<file path="config.mk">
export PLATFORM = sky130hd
export DESIGN_NAME = gyro_frame_parser
export DESIGN_NICKNAME = d
export VERILOG_FILES = /design/src/sv/gfp_pkg.sv /design/src/sv/gfp_parser.sv /design/src/sv/gyro_frame_parser.sv
export SDC_FILE = /design/constraint.sdc
export NUM_CORES = 1
export LEC_CHECK = 0
export BUFFER_PORTS_ARGS = -buffer_cell sky130_fd_sc_hd__buf_4
export CAP_MARGIN = 20
export CORE_UTILIZATION = 40
export DETAILED_ROUTE_END_ITERATION = 8
export SETUP_SLACK_MARGIN = 0.4
export SYNTH_ARGS = -nofsm -noshare
export SYNTH_HDL_FRONTEND = slang
export SYNTH_SLANG_ARGS = --single-unit
</file>
<file path="constraint.sdc">
create_clock -name i_clk -period 4.58 [get_ports i_clk]
set_input_delay 0.916 -clock i_clk [delete_from_list [all_inputs] [get_ports i_clk]]
set_output_delay 0.916 -clock i_clk [all_outputs]
set_load 0.005 [all_outputs]
</file>
<file path="src/sv/gfp_pkg.sv">
package gfp_pkg;

    localparam logic [7:0] HDR_BYTE  = 8'h5A;
    localparam logic [7:0] TYPE_RATE = 8'hAA;
    localparam logic [7:0] TYPE_YAW  = 8'hBB;

    localparam logic KIND_RATE = 1'b0;
    localparam logic KIND_YAW  = 1'b1;

    typedef struct packed {
        logic               valid;
        logic               kind;
        logic signed [15:0] value;
    } t_result;

endpackage

</file>
<file path="src/sv/gfp_parser.sv">
module gfp_parser (
    input  logic             i_clk,
    input  logic             i_rst_n,
    input  logic             i_step,
    input  logic [7:0]       i_byte,
    output gfp_pkg::t_result o_result
);
    import gfp_pkg::*;

    localparam logic [2:0] POS_IDLE = 3'd0;
    localparam logic [2:0] POS_TYPE = 3'd1;
    localparam logic [2:0] POS_LO   = 3'd2;
    localparam logic [2:0] POS_HI   = 3'd3;
    localparam logic [2:0] POS_CHK  = 3'd4;

    logic [2:0] r_pos;
    logic [2:0] n_pos;
    logic [7:0] r_type;
    logic [7:0] r_lo;
    logic [7:0] r_hi;
    logic [7:0] w_sum;

    // header byte is always the constant, so it is not stored
    assign w_sum = HDR_BYTE + r_type + r_lo + r_hi;

    always_comb begin
        n_pos = r_pos;
        o_result.valid = 1'b0;
        o_result.kind  = (r_type == TYPE_YAW) ? KIND_YAW : KIND_RATE;
        o_result.value = signed'({r_hi, r_lo});
        unique case (r_pos)
            POS_TYPE: begin
                if (i_byte == TYPE_RATE || i_byte == TYPE_YAW) begin
                    n_pos = POS_LO;
                end else if (i_byte == HDR_BYTE) begin
                    n_pos = POS_TYPE;
                end else begin
                    n_pos = POS_IDLE;
                end
            end
            POS_LO: begin
                n_pos = POS_HI;
            end
            POS_HI: begin
                n_pos = POS_CHK;
            end
            POS_CHK: begin
                n_pos = POS_IDLE;
                o_result.valid = (w_sum == i_byte);
            end
            default: begin
                n_pos = (i_byte == HDR_BYTE) ? POS_TYPE : POS_IDLE;
            end
        endcase
        if (!i_step) begin
            o_result.valid = 1'b0;
        end
    end

    always_ff @(posedge i_clk) begin
        if (!i_rst_n) begin
            r_pos <= POS_IDLE;
        end else if (i_step) begin
            r_pos <= n_pos;
        end
    end

    always_ff @(posedge i_clk) begin
        if (i_step) begin
            if (r_pos == POS_TYPE) begin
                r_type <= i_byte;
            end
            if (r_pos == POS_LO) begin
                r_lo <= i_byte;
            end
            if (r_pos == POS_HI) begin
                r_hi <= i_byte;
            end
        end
    end

endmodule

</file>
<file path="src/sv/gyro_frame_parser.sv">
// gyro_frame_parser
// parses five-byte gyro frames from a stream of received serial bytes
// input channel: i_in_valid / o_in_stall carry one byte per item on i_rx_byte
// output channel: o_out_valid / i_out_stall carry one measurement per item,
//   o_measurement_kind (0 z rate, 1 yaw) and o_raw_value (signed 16 bit)
// a frame is header 0x5a, type 0xaa or 0xbb, value low, value high, checksum;
//   only frames whose checksum matches produce an output item
// path: a frame's checksum byte goes through the input register, then its
//   result is captured in the result register that drives the output
// throughput: one byte per cycle while the output is not stalled, set by the
//   combinational parser decision between the input register and the result register
// reset (synchronous, active low) empties both registers and returns the
//   parser to waiting for a header
// when the receiver stalls, the result register holds; the input register
//   still accepts one more byte if it is empty, after which o_in_stall rises until the
//   output drains
module gyro_frame_parser (
    input  logic               i_clk,
    input  logic               i_rst_n,
    input  logic               i_in_valid,
    output logic               o_in_stall,
    input  logic [7:0]         i_rx_byte,
    output logic               o_out_valid,
    input  logic               i_out_stall,
    output logic               o_measurement_kind,
    output logic signed [15:0] o_raw_value
);
    import gfp_pkg::*;

    logic               r_in_valid;
    logic [7:0]         r_in_byte;
    logic               r_out_valid;
    logic               r_out_kind;
    logic signed [15:0] r_out_value;
    logic               w_adv;
    logic               w_step;
    t_result            w_result;

    assign w_adv      = !r_out_valid || !i_out_stall;
    assign w_step     = r_in_valid && w_adv;
    assign o_in_stall = r_in_valid && !w_adv;

    gfp_parser u_parser (
        .i_clk    (i_clk),
        .i_rst_n  (i_rst_n),
        .i_step   (w_step),
        .i_byte   (r_in_byte),
        .o_result (w_result)
    );

    always_ff @(posedge i_clk) begin
        if (!i_rst_n) begin
            r_in_valid <= 1'b0;
        end else if (!o_in_stall) begin
            r_in_valid <= i_in_valid;
        end
    end

    always_ff @(posedge i_clk) begin
        if (!o_in_stall) begin
            r_in_byte <= i_rx_byte;
        end
    end

    always_ff @(posedge i_clk) begin
        if (!i_rst_n) begin
            r_out_valid <= 1'b0;
        end else if (w_adv) begin
            r_out_valid <= w_result.valid;
        end
    end

    always_ff @(posedge i_clk) begin
        if (w_adv && w_result.valid) begin
            r_out_kind  <= w_result.kind;
            r_out_value <= w_result.value;
        end
    end

    assign o_out_valid        = r_out_valid;
    assign o_measurement_kind = r_out_kind;
    assign o_raw_value        = r_out_value;

`ifndef NO_ASSERTIONS
    a_stall_cause: assert property (@(posedge i_clk) disable iff (!i_rst_n)
        o_in_stall |-> (r_in_valid && r_out_valid && i_out_stall))
        else $error("input stalled without a blocked output");

    a_result_source: assert property (@(posedge i_clk) disable iff (!i_rst_n)
        w_result.valid |-> w_step)
        else $error("parser result without a processed item");

    a_fresh_result: assert property (@(posedge i_clk) disable iff (!i_rst_n)
        (r_out_valid && !i_out_stall) |=> (!r_out_valid || $past(w_step)))
        else $error("output item appeared without a parsed frame");
`endif

endmodule

</file>
==> results of run 1 <==
## where the power goes
part	internal (mW)	switching (mW)	total, mW
clock network	0.124	0.141	0.265
registers	0.538	0.00715	0.545
logic	0.0117	0.00698	0.0187
total	0.673	0.155	0.828
## cells by family after synthesis
family	Yosys count	synth area share (%)
flops	54	65.2
buf+inv	32	4.99
simple gates	32	6.70
fa+ha+maj	19	12.4
xor+xnor	17	6.18
compound gates	16	4.52
## metrics by stage
| step | instances | setup slack, ps |
|---|---|---|
| after floorplan | 170 | 1020 |
| after global placement | 273 | 1440 |
| after detailed placement | 273 | 1330 |
| after CTS | 281 | 1290 |
| after global routing | 281 | 1050 |
| final | 281 | 1300 |
## cells in the mapped netlist (all sizes together) (2+ instances only)
| library cell | instances | share of area [%] |
|---|---|---|
| nor3 | 3 | 0.62 |
| edfxtp | 49 | 61 |
| a21o | 2 | 0.62 |
| nand2b | 2 | 0.52 |
| nand3 | 7 | 1.5 |
| a21oi | 4 | 0.83 |
| a21boi | 2 | 0.62 |
| dfxtp | 5 | 4.2 |
| inv | 32 | 5.0 |
| ha | 11 | 5.7 |
| xor2 | 2 | 0.73 |
| xnor2 | 15 | 5.5 |
| nand2 | 5 | 0.78 |
| fa | 8 | 6.6 |
| nand4 | 4 | 1.0 |
| nor2 | 7 | 1.1 |
| o21a | 2 | 0.62 |
| o21ai | 4 | 0.83 |
## cells in the final DEF, fill, tap and decap left out, types with 3 or more instances in the layout
cell	n
edfxtp_1	49
inv_1	32
buf_4	31
xnor2_1	15
ha_1	11
fa_1	8
nand3_1	7
nor2_1	7
clkbuf_8	6
nand2_1	5
dfxtp_1	5
a21oi_1	4
nand4_1	4
nor3_1	3
o21ai_0	3
## flip-flops by register name (all words and copies together) (netlist names)
| register | count |
|---|---|
| r_in_byte | 8 |
| r_in_valid | 1 |
| u_parser.r_hi | 8 |
| o_raw_value | 16 |
| u_parser.r_type | 8 |
| o_out_valid | 1 |
| u_parser.r_pos | 3 |
| o_measurement_kind | 1 |
| u_parser.r_lo | 8 |
## per-layer routing
layer	vias up	global-route usage (%)	routed length [um]
met5	-	0	0
met4	0	7.27	86
li1	659	-	-
met2	37	23.4	1880
met3	9	3.43	168
met1	637	17.9	1770
## worst max-delay path, stage by stage, from the launching register on
cell	delay, ps
edfxtp_1	350
inv_1	60
fa_1	540
inv_1	40
ha_1	280
ha_1	240
fa_1	480
xnor2_1	240
nand3_1	100
nor3_1	180
nand4_1	110
nor2_1	90
buf_4	260
## area by class of cell
type / instances / area (um2)
inverters: 32 / 120
flip-flops and latches: 54 / 1570
clock buffers: 8 / 90.1
repair buffers: 31 / 233
multi-input cells: 84 / 722
well taps: 72 / 90.1
fillers: 502 / 2820
## path summary, 6_finish.rpt
check,start,endpoint,cells past startpoint
worst max-delay path,u_parser.r_type[2],o_raw_value[6],12
worst max register to register,u_parser.r_type[2],o_raw_value[6],12
worst min-delay path,u_parser.r_hi[5],o_raw_value[13],0
worst min register to register,u_parser.r_hi[5],o_raw_value[13],0
==> impl_metrics.tcl, run 1 <==
set metrics [dict create \
    outcome "finished, final reports clean" \
    fin_util_pct 50.1 \
    drcViolationCount 0 \
    ir_drop_uv 149 \
    drv_slew 0 \
    port_buffers 30 \
    clk_pin_slew_ps 90 \
    rows 27 \
    fin_nets 239 \
    antenna_found_initial 0 \
    area_growth_pct 17.4 \
    cp_data_arrival_time_ps 3270 \
    hold_ws_ps 458 \
    ys.flop_type "edfxtp_1" \
    maxCapViolations 0 \
    hpwl_um 2960 \
    wl_per_cell_um 13.9 \
    grt_pass1_vias 1445 \
    finalCriticalPeriod_ps 3280 \
    cts_buffer_depth 2 \
    grt_overflow_total 0 \
    synth_seq_cells 54 \
    routabilityCongestion 0.824 \
    cts_num_sinks 54 \
    rsz0062_at_grt "false" \
    synth_cells 170 \
    numCtsBuffers 5 \
    pwr_density_cell_nw_per_um2 293 \
    dpl-instance-area_um2 2740 \
    synth_warnings 0 \
    criticalPathCategory "flop to flop" \
    synth_edf_count 49 \
    hold_buffers 0 \
    worst_slew_pin_slew_ps 929 \
    postRouteAntennaNets 0 \
    setup.worst_path.start_class "flop" \
    grt_max_degree 18 \
    drt-total-wl_um 3910 \
    p_total_mw 0.828 \
    fin_area_um2 2830 \
    layout-drive-gt1-share_pct 18.7 \
    crit_fanout 17 \
    syn-num-nets 201 \
    coreArea_um2 5640 \
    setup-tns-final_ps 0 \
    synth_area_per_cell_um2 14.2 \
    syn_area_um2 2410 \
    cts_setup_buffers 0 \
    cts_resized 0 \
    design.die.area_um2 6340 \
    crit_path_end_kind "flop" \
    drt_iter0_drc 20 \
    initial_utilization_pct 42.7 \
    min_path_type "flop to flop" \
    cts_max_level 2 \
    die_y_um 79.6 \
    yosysUniqueCellTypes 26 \
    relSlewSlack_pct 37.9 \
    r2r_slack_ps 1300 \
    diodes 0 \
    firstDrtPassIters 4 \
    ys_seq_area_share_pct 65.2 \
    setup_viol 0 \
    grt_pass1_wl_um 6720 \
    required_ps 4570 \
    insertion_delay_ps 300 \
    timing.fmax_mhz 305 \
    clock_skew_ps 4.45 \
    vias_per_cell 4.78 \
    gr-usage-all-layers_pct 14.4 \
    io_pins 31 \
    hold_viol 0 \
    async_flop_share_pct 0 \
    root_buffer "clkbuf_8" \
    dieWidth_um 79.6 \
    cts_tree "built" \
    vias 1342 \
    p_leak_nw 1.11 \
    timing.final.crit_share_pct 71.6 \
]
No activity file was read; power rests on OpenSTA's default activity.
==> run 2: changes to the inputs <==
==> constraint.sdc (replaced) <==
create_clock -name i_clk -period 2.7 [get_ports i_clk]
set_input_delay 0.54 -clock i_clk [delete_from_list [all_inputs] [get_ports i_clk]]
set_output_delay 0.54 -clock i_clk [all_outputs]
set_load 0.005 [all_outputs]
==> impl_metrics.tcl, run 2 (same netlist as run 1, synthesis figures left out) <==
set metrics [dict create \
    cp_data_arrival_time_ps 3190 \
    wl_per_cell_um 13.6 \
    drt-total-wl_um 4140 \
    io_pins 31 \
    diodes 0 \
    drt_iter0_drc 55 \
    root_buffer "clkbuf_8" \
    numCtsBuffers 5 \
    initial_utilization_pct 42.7 \
    dpl-instance-area_um2 2910 \
    area_growth_pct 27.1 \
    clock_skew_ps 8.93 \
    vias 1471 \
    pwr_density_cell_nw_per_um2 453 \
    timing.fmax_mhz 315 \
    vias_per_cell 4.84 \
    routabilityCongestion 0.776 \
    cts_max_level 2 \
    p_leak_nw 1.24 \
    grt_overflow_total 0 \
    drcViolationCount 0 \
    final_common_cell "buf_4" \
    required_ps 2720 \
    rsz0062_at_grt "true" \
    insertion_delay_ps 310 \
    layout_common_cells "buf_4 (52), edfxtp_1 (49), inv_1 (30)" \
    postRouteAntennaNets 0 \
    clk_pin_slew_ps 90 \
    design.die.area_um2 6340 \
    grt_pass1_vias 1491 \
    fin_area_um2 3060 \
    place_ws_ps -456 \
    dpl.cell_count 293 \
    setup-tns-final_ps -8320 \
    cts_tree "built" \
    dieWidth_um 79.6 \
    layout-drive-gt1-share_pct 32.3 \
    setup_viol 18 \
    timing.final.crit_share_pct 118 \
    largest_reg_flops 16 \
    criticalPathCategory "flop to flop" \
    relSlewSlack_pct 72.3 \
    p_total_mw 1.39 \
    drv_slew 0 \
    firstDrtPassIters 4 \
    min_path_type "input pin to flop" \
    port_buffers 30 \
    coreArea_um2 5640 \
    crit_path_end_kind "flop" \
    nFillCells 466 \
    ir_drop_uv 248 \
    gr-usage-all-layers_pct 15.0 \
    antenna_found_initial 0 \
    grt_pass1_wl_um 6950 \
    grt_max_degree 18 \
    violations "setup timing" \
    crit_fanout 17 \
    outcome "finished with violations" \
    maxCapViolations 0 \
    instances_no_fill 304 \
    die_y_um 79.6 \
    layout_setup_ws_ps -475 \
    cts_buffer_depth 2 \
    rows 27 \
    cts_num_sinks 54 \
    finalCriticalPeriod_ps 3180 \
    hpwl_um 2980 \
    worst_slew_pin_slew_ps 415 \
    r2r_slack_ps -480 \
    fin_nets 262 \
    hold_viol 0 \
    setup.worst_path.start_class "flop" \
]
-- run 2: cell count changes in the layout (fill, tap and decap cells not counted), moves of 2 or more --
| cell | previous run | this run |
|---|---|---|
| xnor2_1 | 15 | 12 |
| xnor2_2 | 0 | 3 |
| a21oi_1 | 4 | 2 |
| buf_4 | 31 | 52 |
| a21oi_2 | 0 | 2 |
| inv_1 | 32 | 30 |
| inv_2 | 0 | 2 |
-- run 2: layout make-up --
type | instances | area [um2] | area share [%]
inverters | 32 | 120 | 3.92
flip-flops and latches | 54 | 1570 | 51.3
repair buffers | 54 | 422 | 13.8
well taps | 72 | 90.1 | 2.94
clock buffers | 6 | 72.6 | 2.37
clock inverters | 2 | 8.76 | 0.286
multi-input cells | 84 | 776 | 25.3
-- run 2: final timing paths --
kind / from / to / depth (start not counted)
setup / recovery: u_parser.r_type[2] / o_raw_value[7] / 12
hold / removal: i_rx_byte[5] / r_in_byte[5] / 1
setup reg to reg: u_parser.r_type[2] / o_raw_value[7] / 12
hold reg to reg: u_parser.r_lo[3] / o_raw_value[3] / 0
-- run 2: routing by layer --
metal | share of wire (%) | up-vias | wire [um] | GRT usage [%]
li1 | - | 708 | - | -
met3 | 4.8 | 16 | 198 | 3.77
met4 | 4.4 | 0 | 181 | 8.73
met5 | 0 | - | 0 | 0
met1 | 42 | 701 | 1740 | 18.4
met2 | 49 | 46 | 2020 | 24.0
-- run 2: report_power, final --
group	internal (mW)	leakage, nW	switching, mW
Clock	0.179	0.0426	0.238
Sequential	0.912	0.492	0.0120
Combinational	0.0289	0.707	0.0166
Total	1.12	1.24	0.267
-- run 2: timing repair --
action / in CTS / in global routing
cloned: 0 / 0
setup endpoints to repair: 18 / 18
hold buffers: 0 / 0
setup buffers: 1 / 2
resized for setup: 9 / 3
pin swaps: 6 / 3
-- run 2: critical path, stage by stage, from the launching register on --
cell      delay, ps
edfxtp_1        370
inv_2            50
fa_1            530
inv_1            40
ha_1            280
ha_2            200
fa_2            550
xnor2_2         130
nand3_1         130
nor3_2          130
nand4_1         150
nor2_4          150
buf_12          160
-- run 2: metrics by stage --
step / utilization, % / hold WS [ps]
2_1_floorplan: - / 426
3_3_place_gp: 51.5 / 430
4_1_cts: 53.8 / 399
5_1_grt: 54.2 / 391
6_report: 54.2 / 410
3_5_place_dp: 51.5 / 434
==> run 3: changes to the inputs <==
--- a/config.mk
+++ b/config.mk
@@ -5,6 +5,7 @@
 export SDC_FILE = /design/constraint.sdc
 export NUM_CORES = 1
 export LEC_CHECK = 0
+export ABC_AREA = 1
 export BUFFER_PORTS_ARGS = -buffer_cell sky130_fd_sc_hd__buf_4
 export CAP_MARGIN = 20
 export CORE_UTILIZATION = 40
==> impl_metrics.tcl, run 3 <==
set metrics [dict create \
    outcome "finished with violations" \
    violations "setup timing" \
    io_pins 31 \
    required_ps 2730 \
    drt_iter0_drc 82 \
    layout_common_cells "buf_4 (52), inv_1 (51), edfxtp_1 (49)" \
    relSlewSlack_pct 68.9 \
    initial_utilization_pct 41.9 \
    coreArea_um2 5990 \
    drcViolationCount 0 \
    yosysMostFrequentCell "inv_1" \
    synth_edf_count 49 \
    cts_max_level 2 \
    clk_pin_slew_ps 90 \
    area_growth_pct 28.8 \
    hpwl_um 3210 \
    crit_chain "inv_2 > fa_2 > inv_2 > ha_4 > ha_4 > fa_1 > inv_1 > nand2_1 > nand2_1 > nor2_1 > nand3_1 > nor2_1 > nand3_1 > nor2_1 > nand2_2 > clkinvlp_4 > clkbuf_16" \
    timing.rr.end "o_raw_value[7]" \
    layout-drive-gt1-share_pct 28.1 \
    cts_num_sinks 54 \
    async_flop_share_pct 0 \
    nFillCells 513 \
    antenna_found_initial 0 \
    min_from "i_rx_byte[0]" \
    root_buffer "clkbuf_8" \
    synth_seq_cells 54 \
    grt_pass1_wl_um 6770 \
    hold_viol 0 \
    fin_area_um2 3230 \
    syn_area_um2 2510 \
    netlist.area_leader.share_pct 58.7 \
    finalCriticalPeriod_ps 3170 \
    syn-num-nets 246 \
    cp_data_arrival_time_ps 3210 \
    cts_tree "built" \
    min_path_type "input pin to flop" \
    slowest_delay_ps 560 \
    drt-total-wl_um 4260 \
    grt_overflow_total 0 \
    dpl.cell_count 339 \
    rsz0062_at_grt "true" \
    gr-usage-all-layers_pct 14.4 \
    fin_nets 308 \
    dpl-instance-area_um2 2990 \
    worstHoldPathCells 1 \
    cts_buffer_depth 2 \
    vias_per_cell 4.54 \
    insertion_delay_ps 310 \
    synth_warnings 0 \
    port_buffers 30 \
    final_common_cell "buf_4" \
    r2r_slack_ps -470 \
    p_leak_nw 1.43 \
    hold_ws_ps 402 \
    postRouteAntennaNets 0 \
    vias 1603 \
    wl_per_cell_um 12.1 \
    criticalPathCategory "flop to flop" \
    crit_fanout 6 \
    instances_no_fill 353 \
    yosysUniqueCellTypes 23 \
    diodes 0 \
    maxCapViolations 0 \
    design.die.area_um2 6590 \
    largest_reg_flops 16 \
    ys_seq_area_share_pct 62.7 \
    worst_slew_pin_slew_ps 464 \
    drv_slew 0 \
    clock_skew_ps 5.12 \
    path_common_cell "nor2_1" \
    numCtsBuffers 5 \
    setup.worst_path.start_class "flop" \
    dieWidth_um 81.2 \
    grt_max_degree 17 \
    ys.flop_type "edfxtp_1" \
    synth_area_per_cell_um2 11.7 \
    timing.fmax_mhz 315 \
    timing.rr.start "u_parser.r_type[2]" \
    firstDrtPassIters 4 \
    routabilityCongestion 0.804 \
    r2r_cells 17 \
    grt_pass1_vias 1540 \
    ir_drop_uv 275 \
    yosysTopAreaCell "edfxtp_1" \
    rows 28 \
    whs_endpoint "r_in_byte[0]" \
    yosys-top-cells-area "edfxtp_1 (59%), inv_1 (8.5%), fa_1 (6.4%), ha_1 (5.5%), nand2_1 (5.1%)" \
    hold_buffers 0 \
    pwr_density_cell_nw_per_um2 505 \
    crit_path_end_kind "flop" \
    die_y_um 81.2 \
    synth_cells 215 \
    timing.final.crit_share_pct 118 \
    setup_viol 18 \
    yosys-top-cells-count "inv_1 (57), edfxtp_1 (49), nand2_1 (34), ha_1 (11), nand3_1 (10)" \
    cp_slowest_cell "fa_2" \
    layout_setup_ws_ps -475 \
]
run 3: changes by cell type in the layout (fill, tap and decap cells not counted), sizes merged, moves of 3 or more:
cell,delta
inv,+24
xor2,+3
nand2,+30
xnor2,-13
a21oi,+3
nand3,+4
run 3: worst max-delay path by stage:
stage	startpoint	endpoint	slack, ps	depth (start not counted)
2_1_floorplan	u_parser.r_type[2]	o_measurement_kind	-320	16
3_3_place_gp	u_parser.r_type[2]	o_raw_value[5]	-380	16
3_5_place_dp	u_parser.r_type[2]	o_raw_value[13]	-430	17
4_1_cts	u_parser.r_type[2]	o_raw_value[13]	-440	17
5_1_grt	u_parser.r_lo[2]	o_raw_value[3]	-600	17
6_report	u_parser.r_type[2]	o_raw_value[7]	-470	17
run 3: what timing repair did:
action | 4_1_cts | 5_1_grt
resized for setup | 2 | 10
setup buffers | 3 | 2
cloned | 0 | 1
pin swaps | 1 | 1
setup endpoints to repair | 18 | 18
run 3: critical path: cells and delay by family, from the launching register on:
| kind | cells | cell delay, ps |
|---|---|---|
| adder cells (fa/ha/maj) | 4 | 1440 |
| buffers and inverters | 5 | 430 |
| flip-flops | 1 | 360 |
| AND/OR/NAND/NOR | 8 | 660 |
run 3: layer usage:
metal  track usage [%]  wire length [um]
met4              7.32               114
met2              23.2              2050
met5                 0                 0
met3              3.71               170
met1              17.9              1930
run 3: final cells by class:
cell class              instances  area (um2)  area share [%]
clock buffers                   6        82.6            2.56
clock inverters                 2        60.1            1.86
inverters                      57         218            6.74
multi-input cells             104         757            23.4
flip-flops and latches         54        1570            48.7
well taps                      75        93.8            2.91
repair buffers                 55         447            13.8
run 3: where the power goes:
group	internal (mW)	total [mW]	leakage, nW	switching [mW]
Sequential	0.915	0.928	0.492	0.0132
Clock	0.395	0.650	0.0714	0.255
Combinational	0.0274	0.0534	0.868	0.0260
Total	1.34	1.63	1.43	0.294
run 3: cells by family after synthesis:
family,share of synthesized area [%]
DFF,62.7
and+or+nand+nor,12.0
buffers and inverters,8.53
adders and majority gates,11.9
xor gates and xnor gates,2.45
AOI/OAI and AO/OA,2.50
run 3: stage by stage:
step / setup TNS (ps) / util (%) / total power, mW / setup slack, ps
floorplan: -5420 / - / 0.973 / -319
global placement: -6520 / 49.9 / 0.998 / -377
detailed placement: -7460 / 49.9 / 0.999 / -431
CTS: -7790 / 52.7 / 1.65 / -443
global route: -10610 / 53.9 / 1.68 / -605
finish: -8230 / 53.9 / 1.63 / -475
